`config.mk`:
```
export PLATFORM = sky130hd
export DESIGN_NAME = tar_header_stream_parser_top
export DESIGN_NICKNAME = d
export VERILOG_FILES = /design/src/rtl/thsp_pkg.sv /design/src/rtl/thsp_front.sv /design/src/rtl/thsp_queue.sv /design/src/rtl/thsp_back.sv /design/src/rtl/tar_header_stream_parser_top.sv
export SDC_FILE = /design/constraint.sdc
export NUM_CORES = 2
export LEC_CHECK = 0
export BUFFER_PORTS_ARGS = -buffer_cell sky130_fd_sc_hd__buf_2
export CAP_MARGIN = 25
export CORE_MARGIN = 2
export CORE_UTILIZATION = 60
export DETAILED_ROUTE_END_ITERATION = 8
export PLACE_DENSITY = 0.78
export SYNTH_ARGS = -nofsm -noshare
export SYNTH_HDL_FRONTEND = slang
export SYNTH_HIERARCHICAL = 1
export SYNTH_SLANG_ARGS = --single-unit
```
`constraint.sdc`:
```
create_clock -name clk -period 24.1 [get_ports clk]
set_clock_uncertainty 0.05 [all_clocks]
set_input_delay 0 -clock clk [delete_from_list [all_inputs] [get_ports clk]]
set_output_delay 0 -clock clk [all_outputs]
set_load 0.02 [all_outputs]
```
`src/rtl/thsp_pkg.sv`:
```
`default_nettype none
// ----------------------------------------------------------------------------
// thsp_pkg
// Shared types and constants for the ustar header stream parser.
// ----------------------------------------------------------------------------
package thsp_pkg;

    localparam int LENGTH_BITS_DEF = 32;
    localparam int QUEUE_DEPTH_DEF = 4;
    localparam int TDATA_W         = 160;

    localparam int BLOCK_SHIFT = 9;
    localparam int REC_W       = 37;
    localparam int SIZE_W      = 36;
    localparam int BLK_W       = 28;

    localparam logic [8:0] LAST_HDR_POS = 9'd511;
    localparam logic [8:0] MODE_POS     = 9'd100;
    localparam logic [8:0] UID_POS      = 9'd108;
    localparam logic [8:0] GID_POS      = 9'd116;
    localparam logic [8:0] SIZE_POS     = 9'd124;
    localparam logic [8:0] SIZE_END     = 9'd136;
    localparam logic [8:0] TYPE_POS     = 9'd156;
    localparam logic [8:0] MAGIC_POS    = 9'd257;
    localparam logic [8:0] VER_POS      = 9'd263;
    localparam logic [8:0] VER_END      = 9'd265;

    localparam logic [7:0] CH_NUL   = 8'h00;
    localparam logic [7:0] CH_SPACE = 8'h20;
    localparam logic [7:0] CH_ZERO  = 8'h30;
    localparam logic [7:0] CH_ONE   = 8'h31;
    localparam logic [7:0] CH_SIX   = 8'h36;
    localparam logic [7:0] CH_SEVEN = 8'h37;

    localparam logic [11:0] PERM_MASK = 12'o6777;

    typedef enum logic [1:0] {
        KIND_HEADER  = 2'd0,
        KIND_PAYLOAD = 2'd1,
        KIND_STOP    = 2'd2
    } kind_t;

    typedef enum logic [2:0] {
        ST_OK        = 3'd0,
        ST_BAD_MAGIC = 3'd1,
        ST_BAD_VER   = 3'd2,
        ST_PAST_END  = 3'd3,
        ST_EXHAUSTED = 3'd4
    } status_t;

    localparam logic [2:0] ET_REGULAR = 3'd0;
    localparam logic [2:0] ET_UNKNOWN = 3'd7;

    typedef enum logic [1:0] {
        PH_HEADER = 2'd0,
        PH_DATA   = 2'd1,
        PH_STOP   = 2'd2
    } phase_t;

    typedef struct packed {
        logic [1:0]        kind;
        logic [2:0]        status;
        logic [2:0]        etype;
        logic [11:0]       perm;
        logic [31:0]       uid;
        logic [31:0]       gid;
        logic [SIZE_W-1:0] size;
        logic [BLK_W-1:0]  blocks;
        logic [7:0]        pbyte;
        logic              plast;
    } result_t;

    typedef struct packed {
        result_t res;
        logic    extra_stop;   // an exhausted stop follows this item
    } q_entry_t;

    function automatic result_t stop_result(input logic [2:0] code);
        result_t r;
        r        = '0;
        r.kind   = KIND_STOP;
        r.status = code;
        return r;
    endfunction

endpackage
`default_nettype wire

```
`src/rtl/thsp_front.sv`:
```
`default_nettype none
// ----------------------------------------------------------------------------
// thsp_front
// Accepts archive bytes, tracks header/data phase and builds result entries.
// ----------------------------------------------------------------------------
module thsp_front #(
    parameter int LENGTH_BITS = thsp_pkg::LENGTH_BITS_DEF
) (
    input  wire logic              clk,
    input  wire logic              rst_n,
    input  wire logic              cfg_we,
    input  wire logic [31:0]       cfg_wdata,
    input  wire logic              s_tvalid,
    output logic                   s_tready,
    input  wire logic [7:0]        s_tdata,
    input  wire logic              q_full,
    output logic                   q_wr,
    output thsp_pkg::q_entry_t     q_wdata
);
    import thsp_pkg::*;

    localparam int CMP_W = (LENGTH_BITS > REC_W) ? LENGTH_BITS : REC_W;

    phase_t                  phase_reg, phase_next;
    logic [LENGTH_BITS-1:0]  left_reg, left_next;
    logic [8:0]              pos_reg, pos_next;
    logic [REC_W-1:0]        rec_reg, rec_next;
    logic [REC_W-1:0]        off_reg, off_next;
    logic [11:0]             mode_reg, mode_next;
    logic [31:0]             uid_reg, uid_next;
    logic [31:0]             gid_reg, gid_next;
    logic [SIZE_W-1:0]       size_reg, size_next;
    logic                    fd_reg, fd_next;
    logic                    magic_reg, magic_next;
    logic                    ver_reg, ver_next;
    logic [7:0]              type_reg, type_next;

    logic                    acc;
    logic [7:0]              b;
    logic [LENGTH_BITS-1:0]  left_dec;
    logic                    left_short, dec_short;
    logic                    is_reg, is_link;
    logic [BLK_W-1:0]        blocks;
    logic [REC_W-1:0]        rec_bytes;
    logic                    past_end;
    logic [2:0]              etype;
    logic                    fd_cur, term;
    logic [7:0]              magic_ch;
    logic                    in_field;

    assign s_tready   = !q_full;
    assign acc        = s_tvalid && s_tready;
    assign b          = s_tdata;
    assign left_dec   = left_reg - LENGTH_BITS'(1);
    assign left_short = (left_reg >> BLOCK_SHIFT) == '0;
    assign dec_short  = (left_dec >> BLOCK_SHIFT) == '0;
    assign is_reg     = (type_reg == CH_NUL) || (type_reg == CH_ZERO) || (type_reg == CH_SEVEN);
    assign is_link    = (type_reg >= CH_ONE) && (type_reg <= CH_SIX);
    assign blocks     = is_link ? '0
                      : BLK_W'(({1'b0, size_reg} + (REC_W)'(511)) >> BLOCK_SHIFT);
    assign rec_bytes  = {blocks, 9'd0};
    assign past_end   = CMP_W'(rec_bytes) > CMP_W'(left_dec);
    assign etype      = is_reg ? ET_REGULAR : (is_link ? type_reg[2:0] : ET_UNKNOWN);
    assign term       = (b == CH_NUL) || (b == CH_SPACE);
    assign in_field   = (pos_reg >= MODE_POS) && (pos_reg < SIZE_END);
    assign fd_cur     = (pos_reg == MODE_POS || pos_reg == UID_POS || pos_reg == GID_POS
                         || pos_reg == SIZE_POS) ? 1'b0 : fd_reg;

    always_comb
    begin
        unique case (pos_reg)
            MAGIC_POS:          magic_ch = "u";
            MAGIC_POS + 9'd1:   magic_ch = "s";
            MAGIC_POS + 9'd2:   magic_ch = "t";
            MAGIC_POS + 9'd3:   magic_ch = "a";
            MAGIC_POS + 9'd4:   magic_ch = "r";
            default:            magic_ch = CH_NUL;
        endcase
    end

    // next state and datapath
    always_comb
    begin
        phase_next = phase_reg;
        left_next  = left_reg;
        pos_next   = pos_reg;
        rec_next   = rec_reg;
        off_next   = off_reg;
        mode_next  = mode_reg;
        uid_next   = uid_reg;
        gid_next   = gid_reg;
        size_next  = size_reg;
        fd_next    = fd_reg;
        magic_next = magic_reg;
        ver_next   = ver_reg;
        type_next  = type_reg;
        if (cfg_we)
        begin
            phase_next = PH_HEADER;
            left_next  = LENGTH_BITS'(cfg_wdata);
            pos_next   = '0;
            rec_next   = '0;
            off_next   = '0;
            mode_next  = '0;
            uid_next   = '0;
            gid_next   = '0;
            size_next  = '0;
            fd_next    = 1'b0;
            magic_next = 1'b1;
            ver_next   = 1'b1;
            type_next  = '0;
        end
        else if (acc)
        begin
            unique case (phase_reg)
                PH_DATA:
                begin
                    rec_next  = rec_reg - REC_W'(1);
                    off_next  = off_reg + REC_W'(1);
                    left_next = left_dec;
                    if (rec_reg == REC_W'(1))
                    begin
                        pos_next   = '0;
                        phase_next = dec_short ? PH_STOP : PH_HEADER;
                    end
                end
                PH_HEADER:
                begin
                    if (pos_reg == '0 && left_short)
                        phase_next = PH_STOP;
                    else
                    begin
                        if (pos_reg == '0)
                        begin
                            mode_next  = '0;
                            uid_next   = '0;
                            gid_next   = '0;
                            size_next  = '0;
                            fd_next    = 1'b0;
                            magic_next = 1'b1;
                            ver_next   = 1'b1;
                            type_next  = '0;
                        end
                        if (in_field)
                        begin
                            fd_next = fd_cur || term;
                            if (!fd_cur && !term)
                            begin
                                if (pos_reg < UID_POS)
                                    mode_next = {mode_reg[8:0], 3'b0} + {4'b0, b} - 12'd48;
                                else if (pos_reg < GID_POS)
                                    uid_next = {uid_reg[28:0], 3'b0} + {24'b0, b} - 32'd48;
                                else if (pos_reg < SIZE_POS)
                                    gid_next = {gid_reg[28:0], 3'b0} + {24'b0, b} - 32'd48;
                                else
                                    size_next = {size_reg[SIZE_W-4:0], 3'b0}
                                              + SIZE_W'(b) - SIZE_W'(48);
                            end
                        end
                        if (pos_reg == TYPE_POS)
                            type_next = b;
                        if (pos_reg >= MAGIC_POS && pos_reg < VER_POS && b != magic_ch)
                            magic_next = 1'b0;
                        if (pos_reg >= VER_POS && pos_reg < VER_END && b != CH_ZERO)
                            ver_next = 1'b0;
                        left_next = left_dec;
                        if (pos_reg != LAST_HDR_POS)
                            pos_next = pos_reg + 9'd1;
                        else
                        begin
                            pos_next = '0;
                            if (!magic_reg || !ver_reg || past_end)
                                phase_next = PH_STOP;
                            else if (blocks != '0)
                            begin
                                phase_next = PH_DATA;
                                rec_next   = rec_bytes;
                                off_next   = '0;
                            end
                            else if (dec_short)
                                phase_next = PH_STOP;
                        end
                    end
                end
                default: ;
            endcase
        end
    end

    // queue write
    always_comb
    begin
        q_wr    = 1'b0;
        q_wdata = '0;
        if (acc && !cfg_we)
        begin
            unique case (phase_reg)
                PH_DATA:
                begin
                    if (is_reg && off_reg < REC_W'(size_reg))
                    begin
                        q_wr                   = 1'b1;
                        q_wdata.res.kind       = KIND_PAYLOAD;
                        q_wdata.res.pbyte      = b;
                        q_wdata.res.plast      = (off_reg + REC_W'(1)) == REC_W'(size_reg);
                        q_wdata.extra_stop     = (rec_reg == REC_W'(1)) && dec_short;
                    end
                    else if (rec_reg == REC_W'(1) && dec_short)
                    begin
                        q_wr        = 1'b1;
                        q_wdata.res = stop_result(ST_EXHAUSTED);
                    end
                end
                PH_HEADER:
                begin
                    if (pos_reg == '0 && left_short)
                    begin
                        q_wr        = 1'b1;
                        q_wdata.res = stop_result(ST_EXHAUSTED);
                    end
                    else if (pos_reg == LAST_HDR_POS)
                    begin
                        q_wr = 1'b1;
                        priority if (!magic_reg)
                            q_wdata.res = stop_result(ST_BAD_MAGIC);
                        else if (!ver_reg)
                            q_wdata.res = stop_result(ST_BAD_VER);
                        else if (past_end)
                            q_wdata.res = stop_result(ST_PAST_END);
                        else
                        begin
                            q_wdata.res.kind   = KIND_HEADER;
                            q_wdata.res.etype  = etype;
                            q_wdata.res.perm   = mode_reg & PERM_MASK;
                            q_wdata.res.uid    = uid_reg;
                            q_wdata.res.gid    = gid_reg;
                            q_wdata.res.size   = size_reg;
                            q_wdata.res.blocks = blocks;
                            q_wdata.extra_stop = (blocks == '0) && dec_short;
                        end
                    end
                end
                default: ;
            endcase
        end
    end

    always_ff @(posedge clk or negedge rst_n)
    begin
        if (!rst_n)
        begin
            phase_reg <= PH_HEADER;
            left_reg  <= '0;
            pos_reg   <= '0;
            rec_reg   <= '0;
            off_reg   <= '0;
            mode_reg  <= '0;
            uid_reg   <= '0;
            gid_reg   <= '0;
            size_reg  <= '0;
            fd_reg    <= 1'b0;
            magic_reg <= 1'b1;
            ver_reg   <= 1'b1;
            type_reg  <= '0;
        end
        else
        begin
            phase_reg <= phase_next;
            left_reg  <= left_next;
            pos_reg   <= pos_next;
            rec_reg   <= rec_next;
            off_reg   <= off_next;
            mode_reg  <= mode_next;
            uid_reg   <= uid_next;
            gid_reg   <= gid_next;
            size_reg  <= size_next;
            fd_reg    <= fd_next;
            magic_reg <= magic_next;
            ver_reg   <= ver_next;
            type_reg  <= type_next;
        end
    end

endmodule
`default_nettype wire

```
`src/rtl/thsp_queue.sv`:
```
`default_nettype none
// ----------------------------------------------------------------------------
// thsp_queue
// Short result queue between the parser front and the output stage.
// ----------------------------------------------------------------------------
module thsp_queue #(
    parameter int QUEUE_DEPTH = thsp_pkg::QUEUE_DEPTH_DEF
) (
    input  wire logic               clk,
    input  wire logic               rst_n,
    input  wire logic               wr,
    input  wire thsp_pkg::q_entry_t wdata,
    input  wire logic               rd,
    output thsp_pkg::q_entry_t      rdata,
    output logic                    full,
    output logic                    empty
);
    import thsp_pkg::*;

    localparam int PTR_W = (QUEUE_DEPTH > 1) ? $clog2(QUEUE_DEPTH) : 1;
    localparam int CNT_W = $clog2(QUEUE_DEPTH + 1);

    q_entry_t          mem [QUEUE_DEPTH];
    logic [PTR_W-1:0]  wp_reg, wp_next;
    logic [PTR_W-1:0]  rp_reg, rp_next;
    logic [CNT_W-1:0]  cnt_reg, cnt_next;

    assign full  = cnt_reg == CNT_W'(QUEUE_DEPTH);
    assign empty = cnt_reg == '0;
    assign rdata = mem[rp_reg];

    always_comb
    begin
        wp_next  = wp_reg;
        rp_next  = rp_reg;
        cnt_next = cnt_reg;
        if (wr)
            wp_next = (wp_reg == PTR_W'(QUEUE_DEPTH - 1)) ? '0 : wp_reg + PTR_W'(1);
        if (rd)
            rp_next = (rp_reg == PTR_W'(QUEUE_DEPTH - 1)) ? '0 : rp_reg + PTR_W'(1);
        if (wr && !rd)
            cnt_next = cnt_reg + CNT_W'(1);
        else if (rd && !wr)
            cnt_next = cnt_reg - CNT_W'(1);
    end

    always_ff @(posedge clk)
    begin
        if (wr)
            mem[wp_reg] <= wdata;
    end

    always_ff @(posedge clk or negedge rst_n)
    begin
        if (!rst_n)
        begin
            wp_reg  <= '0;
            rp_reg  <= '0;
            cnt_reg <= '0;
        end
        else
        begin
            wp_reg  <= wp_next;
            rp_reg  <= rp_next;
            cnt_reg <= cnt_next;
        end
    end

    a_no_overflow: assert property (@(posedge clk) disable iff (!rst_n)
        !(wr && full)) else $error("queue written while full");
    a_no_underflow: assert property (@(posedge clk) disable iff (!rst_n)
        !(rd && empty)) else $error("queue read while empty");
    a_cnt_range: assert property (@(posedge clk) disable iff (!rst_n)
        cnt_reg <= CNT_W'(QUEUE_DEPTH)) else $error("queue count out of range");
    a_cnt_track: assert property (@(posedge clk) disable iff (!rst_n)
        (wr && !rd) |=> (cnt_reg == $past(cnt_reg) + CNT_W'(1)))
        else $error("queue count missed a write");

endmodule
`default_nettype wire

```
`src/rtl/thsp_back.sv`:
```
`default_nettype none
// ----------------------------------------------------------------------------
// thsp_back
// Output register stage; expands paired entries into two items.
// ----------------------------------------------------------------------------
module thsp_back (
    input  wire logic               clk,
    input  wire logic               rst_n,
    input  wire logic               q_empty,
    input  wire thsp_pkg::q_entry_t q_rdata,
    output logic                    q_rd,
    output logic                    m_tvalid,
    input  wire logic               m_tready,
    output thsp_pkg::result_t       m_res
);
    import thsp_pkg::*;

    logic    valid_reg, valid_next;
    logic    pend_reg, pend_next;
    result_t res_reg, res_next;
    logic    adv;

    assign adv      = !valid_reg || m_tready;
    assign q_rd     = adv && !pend_reg && !q_empty;
    assign m_tvalid = valid_reg;
    assign m_res    = res_reg;

    always_comb
    begin
        valid_next = valid_reg;
        pend_next  = pend_reg;
        res_next   = res_reg;
        if (adv)
        begin
            if (pend_reg)
            begin
                valid_next = 1'b1;
                pend_next  = 1'b0;
                res_next   = stop_result(ST_EXHAUSTED);
            end
            else if (!q_empty)
            begin
                valid_next = 1'b1;
                pend_next  = q_rdata.extra_stop;
                res_next   = q_rdata.res;
            end
            else
                valid_next = 1'b0;
        end
    end

    always_ff @(posedge clk)
    begin
        res_reg <= res_next;
    end

    always_ff @(posedge clk or negedge rst_n)
    begin
        if (!rst_n)
        begin
            valid_reg <= 1'b0;
            pend_reg  <= 1'b0;
        end
        else
        begin
            valid_reg <= valid_next;
            pend_reg  <= pend_next;
        end
    end

    a_pend_valid: assert property (@(posedge clk) disable iff (!rst_n)
        pend_reg |-> valid_reg) else $error("pending stop without a shown item");
    a_pend_no_pop: assert property (@(posedge clk) disable iff (!rst_n)
        pend_reg |-> !q_rd) else $error("queue popped while a stop is pending");
    a_pend_follow: assert property (@(posedge clk) disable iff (!rst_n)
        (pend_reg && m_tready) |=> (valid_reg && res_reg.kind == KIND_STOP))
        else $error("pending stop not shown next");

endmodule
`default_nettype wire

```
`src/rtl/tar_header_stream_parser_top.sv`:
```
`default_nettype none
// ----------------------------------------------------------------------------
// tar_header_stream_parser_top
// ustar archive byte stream parser: header records, payload bytes, stops.
// ----------------------------------------------------------------------------
//  channel  | direction | handshake          | content
//  s_*      | in        | s_tvalid/s_tready  | tdata: archive byte
//  m_*      | out       | m_tvalid/m_tready  | tuser: kind, tdata: record, tlast
//  cfg_*    | in        | cfg_we             | archive length
//
//  one archive byte is taken per cycle while the queue is not full; the front
//  parser updates its counters and accumulators in that cycle and writes at most
//  one queue entry; an entry carrying a trailing exhausted stop is shown as two
//  output items; results pass through an output register; the queue holds
//  QUEUE_DEPTH entries and s_tready drops only when it is full
//  asynchronous reset clears the parser to the header phase with zero length
// ----------------------------------------------------------------------------
module tar_header_stream_parser_top #(
    parameter int LENGTH_BITS = thsp_pkg::LENGTH_BITS_DEF,
    parameter int QUEUE_DEPTH = thsp_pkg::QUEUE_DEPTH_DEF
) (
    input  wire logic                        clk,
    input  wire logic                        rst_n,
    input  wire logic                        cfg_we,
    input  wire logic [31:0]                 cfg_wdata,
    input  wire logic                        s_tvalid,
    output logic                             s_tready,
    input  wire logic [7:0]                  s_tdata,   // data_byte
    output logic                             m_tvalid,
    input  wire logic                        m_tready,
    // status, entry_type, perm_bits, owner_id, group_id, file_size,
    // data_blocks, payload_byte, zero pad
    output logic [thsp_pkg::TDATA_W-1:0]     m_tdata,
    output logic [1:0]                       m_tuser,   // result_kind
    output logic                             m_tlast    // payload_last
);
    import thsp_pkg::*;

    q_entry_t q_wdata, q_rdata;
    logic     q_wr, q_rd, q_full, q_empty;
    result_t  res;

    thsp_front #(
        .LENGTH_BITS (LENGTH_BITS)
    ) u_front (
        .clk       (clk),
        .rst_n     (rst_n),
        .cfg_we    (cfg_we),
        .cfg_wdata (cfg_wdata),
        .s_tvalid  (s_tvalid),
        .s_tready  (s_tready),
        .s_tdata   (s_tdata),
        .q_full    (q_full),
        .q_wr      (q_wr),
        .q_wdata   (q_wdata)
    );

    thsp_queue #(
        .QUEUE_DEPTH (QUEUE_DEPTH)
    ) u_queue (
        .clk   (clk),
        .rst_n (rst_n),
        .wr    (q_wr),
        .wdata (q_wdata),
        .rd    (q_rd),
        .rdata (q_rdata),
        .full  (q_full),
        .empty (q_empty)
    );

    thsp_back u_back (
        .clk      (clk),
        .rst_n    (rst_n),
        .q_empty  (q_empty),
        .q_rdata  (q_rdata),
        .q_rd     (q_rd),
        .m_tvalid (m_tvalid),
        .m_tready (m_tready),
        .m_res    (res)
    );

    assign m_tuser = res.kind;
    assign m_tlast = res.plast;
    assign m_tdata = {6'd0, res.pbyte, res.blocks, res.size, res.gid, res.uid,
                      res.perm, res.etype, res.status};

endmodule
`default_nettype wire

```
# Word-level counts from Yosys, hierarchy flattened
# Memory sizes are Yosys's and may differ from the RTL's.
# Index checks and enable logic that the tools add are counted.
# op_classes
order_cmp	13
reduce_logical	65
addsub	17
mux	134
eq_ne	32
# op_table
cell	count
two-way mux 157 bit	5
two-way mux 32 bit	22
two-way mux 37 bit	12
two-way mux 36 bit	10
two-way mux 158 bit	2
case mux 158 bit (2 select lines)	1
case mux 37 bit (2 select lines)	2
two-way mux 146 bit	1
two-way mux 143 bit	1
two-way mux 12 bit	8
adder 32 x 8 -> 32 bit	2
logical NOT 32 bit	2
case mux 32 bit (2 select lines)	1
subtractor 32 x 6 -> 32 bit (second input constant)	2
== test 9 bit (second input constant)	6
two-way mux 9 bit	6
two-way mux 8 bit	6
adder 36 x 9 -> 37 bit (second input constant)	1
adder 37 x 1 -> 37 bit (second input constant)	1
== test 37 x 1 -> 1 bit (second input constant)	1
== test 37 x 36 -> 1 bit	1
greater-than comparator 37 x 32 -> 1 bit	1
less-than comparator 37 x 36 -> 1 bit	1
subtractor 37 x 1 -> 37 bit (second input constant)	1
54 further kinds	165
# word_totals
reg_bits	406
ram_bits	632
out_inout_bits	165
mem_count	1
# mem_list
name	depth	word_bits	rd	rd_clocked_by_memory_dff	wr	line_no	text
u_queue.mem	4	158	1	0	1	thsp_queue.sv:23	q_entry_t mem [QUEUE_DEPTH];

# Longest topological paths before layout
# logic_depth
depth_word	13
ltp_mapped	22

# Hierarchy
# Netlist, hierarchy kept.
# by_module_without_submodules
module	seq_area_each_um2	n_inst	cells_each	area_each_um2
thsp_queue	19153.4	1	863	23199.8
thsp_front	5983.2	1	2829	22318.9
thsp_back	4764.6	1	341	5888.1
tar_header_stream_parser_top	0.0	1	7	48.8

# Worst setup path after synthesis
# OpenSTA, ideal clock, no wires.
# synth_path
path_kind	reg2reg
from	register u_back.pend_reg
to	register u_back.res_reg (netlist bit u_back/m_res[0]) (enable)
synth_period_minus_slack_ps	9009
stages_incl_launch_ff	4
arrival_ps	8233
required_time_ps	23325
setup_slack_ps	15091
path_cell_list	dfrtp_1 -> buf_2 -> inv_1 -> a21oi_1
# synth_between
elab_chain_cells	2
# synth_rtl
element	line_no	text
start, declared	thsp_back.sv:19	logic pend_reg, pend_next;
start signal, assigned	thsp_back.sv:67	pend_reg <= pend_next;
!= test 2 bit (no line)	-	
AND reduction 2 bit (no line)	-	
end signal, assigned	thsp_back.sv:54	res_reg <= res_next;
end, declared	thsp_back.sv:20	result_t res_reg, res_next;
# Every way passes these cells.
# A chain may end at the register's enable or synchronous reset.

# Worst setup path in the final report
# layout_path
from	register u_front.left_reg[0]
to	register u_front.rec_reg[27]
# layout_between
elab_chain_cells	5
# layout_rtl
element	line_no	text
start, declared	thsp_front.sv:25	logic [LENGTH_BITS-1:0] left_reg, left_next;
start signal, assigned	thsp_front.sv:269	left_reg <= left_next;
subtractor 32 x 1 -> 32 bit	thsp_front.sv:54	assign left_dec = left_reg - LENGTH_BITS'(1);
greater-than comparator 37 x 32 -> 1 bit	thsp_front.sv:62	assign past_end = CMP_W'(rec_bytes) > CMP_W'(left_dec);
logical OR 1 bit	thsp_front.sv:172	if (!magic_reg || !ver_reg || past_end)
!= test 3 bit (no line)	-	
AND reduction 6 bit (no line)	-	
end signal, assigned	thsp_front.sv:271	rec_reg <= rec_next;
end, declared	thsp_front.sv:27	logic [REC_W-1:0] rec_reg, rec_next;
# Every way passes these cells.

==> flow_metrics.tcl <==
set metrics [dict create \
    status "complete, no violations" \
    path_max_fanout 46 \
    fin_hold_ws_ns 0.0388 \
    tns_ns 0 \
    syn_to_final_growth_pct 11.4 \
    cts_setup_buffers 0 \
    async_flop_share_pct 23.9 \
    hold_start "cfg_wdata[2]" \
    multi_input_area_mm2 0.0200 \
    worstSkewPairLatency_ns 0.70 \
    vias 35400 \
    clkSlewWorstSetupHoldPaths_ns 0.06 \
    fp-row-count 107 \
    crit_required_ns 24.57 \
    worstHoldPathType "in -> reg" \
    htreeDepth 3 \
    initial_core_util_pct 60.5 \
    finalHoldViolCount 0 \
    layout_commonest_cell "edfxtp_1" \
    path_cells "inv_1, ha_1, nor4b_1, nand2_1, or3_1, or3_1, xor2_1, ha_1, nand3_1, nor4_1, nand4_1, a2111oi_2, nand3_1, a31oi_4, buf_4, nor2_4, buf_4, and3_1, a21oi_2, o21ai_0" \
    yosysTopAreaCellShare_pct 46.0 \
    synth_area_mm2 0.0515 \
    avgViaCountPerCell 6.47 \
    worst-path-buf-inv 3 \
    numPortBuffers 203 \
    cts-root-buf "clkbuf_16" \
    slew_viol_final 0 \
    syn_area_per_cell_um2 12.7 \
    grt_setup_unrepaired "no" \
    grt_max_degree 161 \
    reg2reg_depth 20 \
    fillers 5865 \
    period_share_pct 30.8 \
    synth_warnings 6 \
    yosysTopAreaCell "edfxtp_1" \
    synthTopCellsByArea "edfxtp_1 46%, dfrtp_1 12%, mux4_2 6.9%" \
    dp_hpwl_um 85100 \
    track_usage_pct 29.7 \
    finalSetupViolCount 0 \
    setup.worst_path.class "reg -> reg" \
    rrSetupSlack_ns 16.68 \
    ir_worst_vdd_uv 67.1 \
    synthCells 4040 \
    drtAntennaViolNets 0 \
    min_path_cells 4 \
    drtPass1Iterations 6 \
    cts_buffer_depth 3 \
    largest_reg_flops 632 \
    dieWidth_um 297 \
    drc_errors 0 \
    wirelength_um 131000 \
    p_leak_nw 23.2 \
    crit_path_max_incr_delay_ns 0.80 \
    cp_slowest_cell "a21oi_2" \
    die_h_um 297 \
    drt_iter0_markers 4047 \
    core-area_mm2 0.0850 \
    cts_resized 0 \
    antenna_found_initial 4 \
    place_congestion 0.966 \
    powerDensity_mw_per_mm2 74.0 \
    ys_seq_area_share_pct 58.1 \
    fmax_mhz 135 \
    holdPathEnd "u_front/left_reg[2]$_DFFE_PN0P_" \
    layout_min_cycle_time_ns 7.42 \
    drive_gt1_share_pct 13.9 \
    most-common-layout-cells "789 x edfxtp_1, 249 x o21ai_0, 245 x nand2_1, 243 x dfrtp_1, 218 x ha_1" \
    arrival_ns 7.90 \
    cts_hold_buf 66 \
    dpl.cell_count 5221 \
    synth.distinct_cells 91 \
    cts_buffers 99 \
    clock_sinks 1037 \
    final_net_count 4515 \
    die-area_mm2 0.0881 \
    tightest_slew_ns 1.22 \
    overflow 0 \
    synth_edf_count 789 \
    rr_startpoint "u_front/left_reg[0]$_DFFE_PN0P_" \
    grt_pass1_wl_um 203000 \
    io_pins 210 \
    startpoint_type "register" \
    synth_flop_cell "edfxtp_1" \
    relSlewSlack_pct 18.1 \
    ys_ff_latch 1037 \
    largest-register "u_queue/mem" \
    grt_pass1_vias 34597 \
    cts_tree "done" \
    crit_path_end_kind "register" \
    drv_cap 0 \
    regArea_mm2 0.0299 \
    critPathTopFamily "simple AND/OR/NAND/NOR gates" \
    finalNonFillerCells 5474 \
    worstReg2RegEnd "u_front/rec_reg[27]$_DFFE_PN0P_" \
    post_drt_wl_per_cell_um 24.0 \
]
tightest hold or removal path: stages:
cell and delay [ns]:
dlygate4sd3_1 0.52, buf_2 0.10, nand2_1 0.04, o21ai_0 0.05
worst max path at each step:
stage | start | end | slack [ns] | cells past startpoint
after floorplan | u_back/pend_reg$_DFFE_PN0P_ | u_back/m_res[0]$_SDFFCE_PP0P_ | 15.09 | 3
after global placement | u_front/left_reg[0]$_DFFE_PN0P_ | u_front/rec_reg[10]$_DFFE_PN0P_ | 17.01 | 20
after detailed placement | u_front/left_reg[0]$_DFFE_PN0P_ | u_front/rec_reg[27]$_DFFE_PN0P_ | 16.85 | 20
after CTS | u_front/left_reg[0]$_DFFE_PN0P_ | u_front/rec_reg[10]$_DFFE_PN0P_ | 16.84 | 20
after global routing | u_front/left_reg[0]$_DFFE_PN0P_ | u_front/rec_reg[30]$_DFFE_PN0P_ | 15.99 | 20
final | u_front/left_reg[0]$_DFFE_PN0P_ | u_front/rec_reg[27]$_DFFE_PN0P_ | 16.68 | 20
per-stage QoR:
step                      area (um^2)  utilization, %  worst slack (ns)  power [W]
final                           57300            67.4             16.68    0.00424
after global routing            57300            67.4             15.99    0.00439
after CTS                       57200            67.3             16.84    0.00426
after detailed placement        53400            62.8             16.85    0.00274
after global placement          53400            62.8             17.01    0.00273
after floorplan                 51500               -             15.09    0.00259
power breakdown:
group          total (W)  switching, W  internal, W
combinational   0.000653      0.000408     0.000245
sequential       0.00207     0.0000768      0.00199
clock            0.00152      0.000667     0.000853
total            0.00424       0.00115      0.00309
Yosys cell counts (93+ instances only):
library cell / instances
edfxtp_1: 789
o21ai_0: 249
dfrtp_1: 246
nand2_1: 245
ha_1: 218
nor2_1: 188
inv_1: 177
nor2b_1: 176
mux4_2: 158
xnor2_1: 146
nor4_1: 144
clkbuf_1: 143
a21oi_1: 140
nor3_1: 108
nand3_1: 93
layer usage:
metal	wire length, um	track usage (%)	vias up
li1	-	-	15721
met1	52600	41.1	17489
met2	61400	46.7	1893
met3	12500	5.82	293
met4	4800	11.6	4
met5	25	0	-
cells by family (layout without fill, tap and decap cells):
family | count (synthesis) | count (layout) | synth area share (%)
AOI/OAI and AO/OA | 773 | 773 | 9.72
xor gates and xnor gates | 217 | 217 | 3.69
adders and majority gates | 223 | 223 | 5.50
buffers and inverters | 403 | 681 | 3.35
DFF | 1037 | 1037 | 58.1
muxes | 174 | 174 | 7.24
other | 2 | 14 | 0.0146
and+or+nand+nor | 1211 | 1211 | 12.4
final cells by class:
class                           instances  share of cell area (%)
Sequential cell                      1037                    52.2
Multi-Input combinational cell       2610                    34.8
Tap cell                             1144                    2.50
Clock inverter                         36                   0.670
Clock buffer                          146                    4.89
Inverter                              178                    1.17
Antenna cell                            2                 0.00873
Timing Repair Buffer                  321                    3.78
Power figures use the tool's default switching activity.
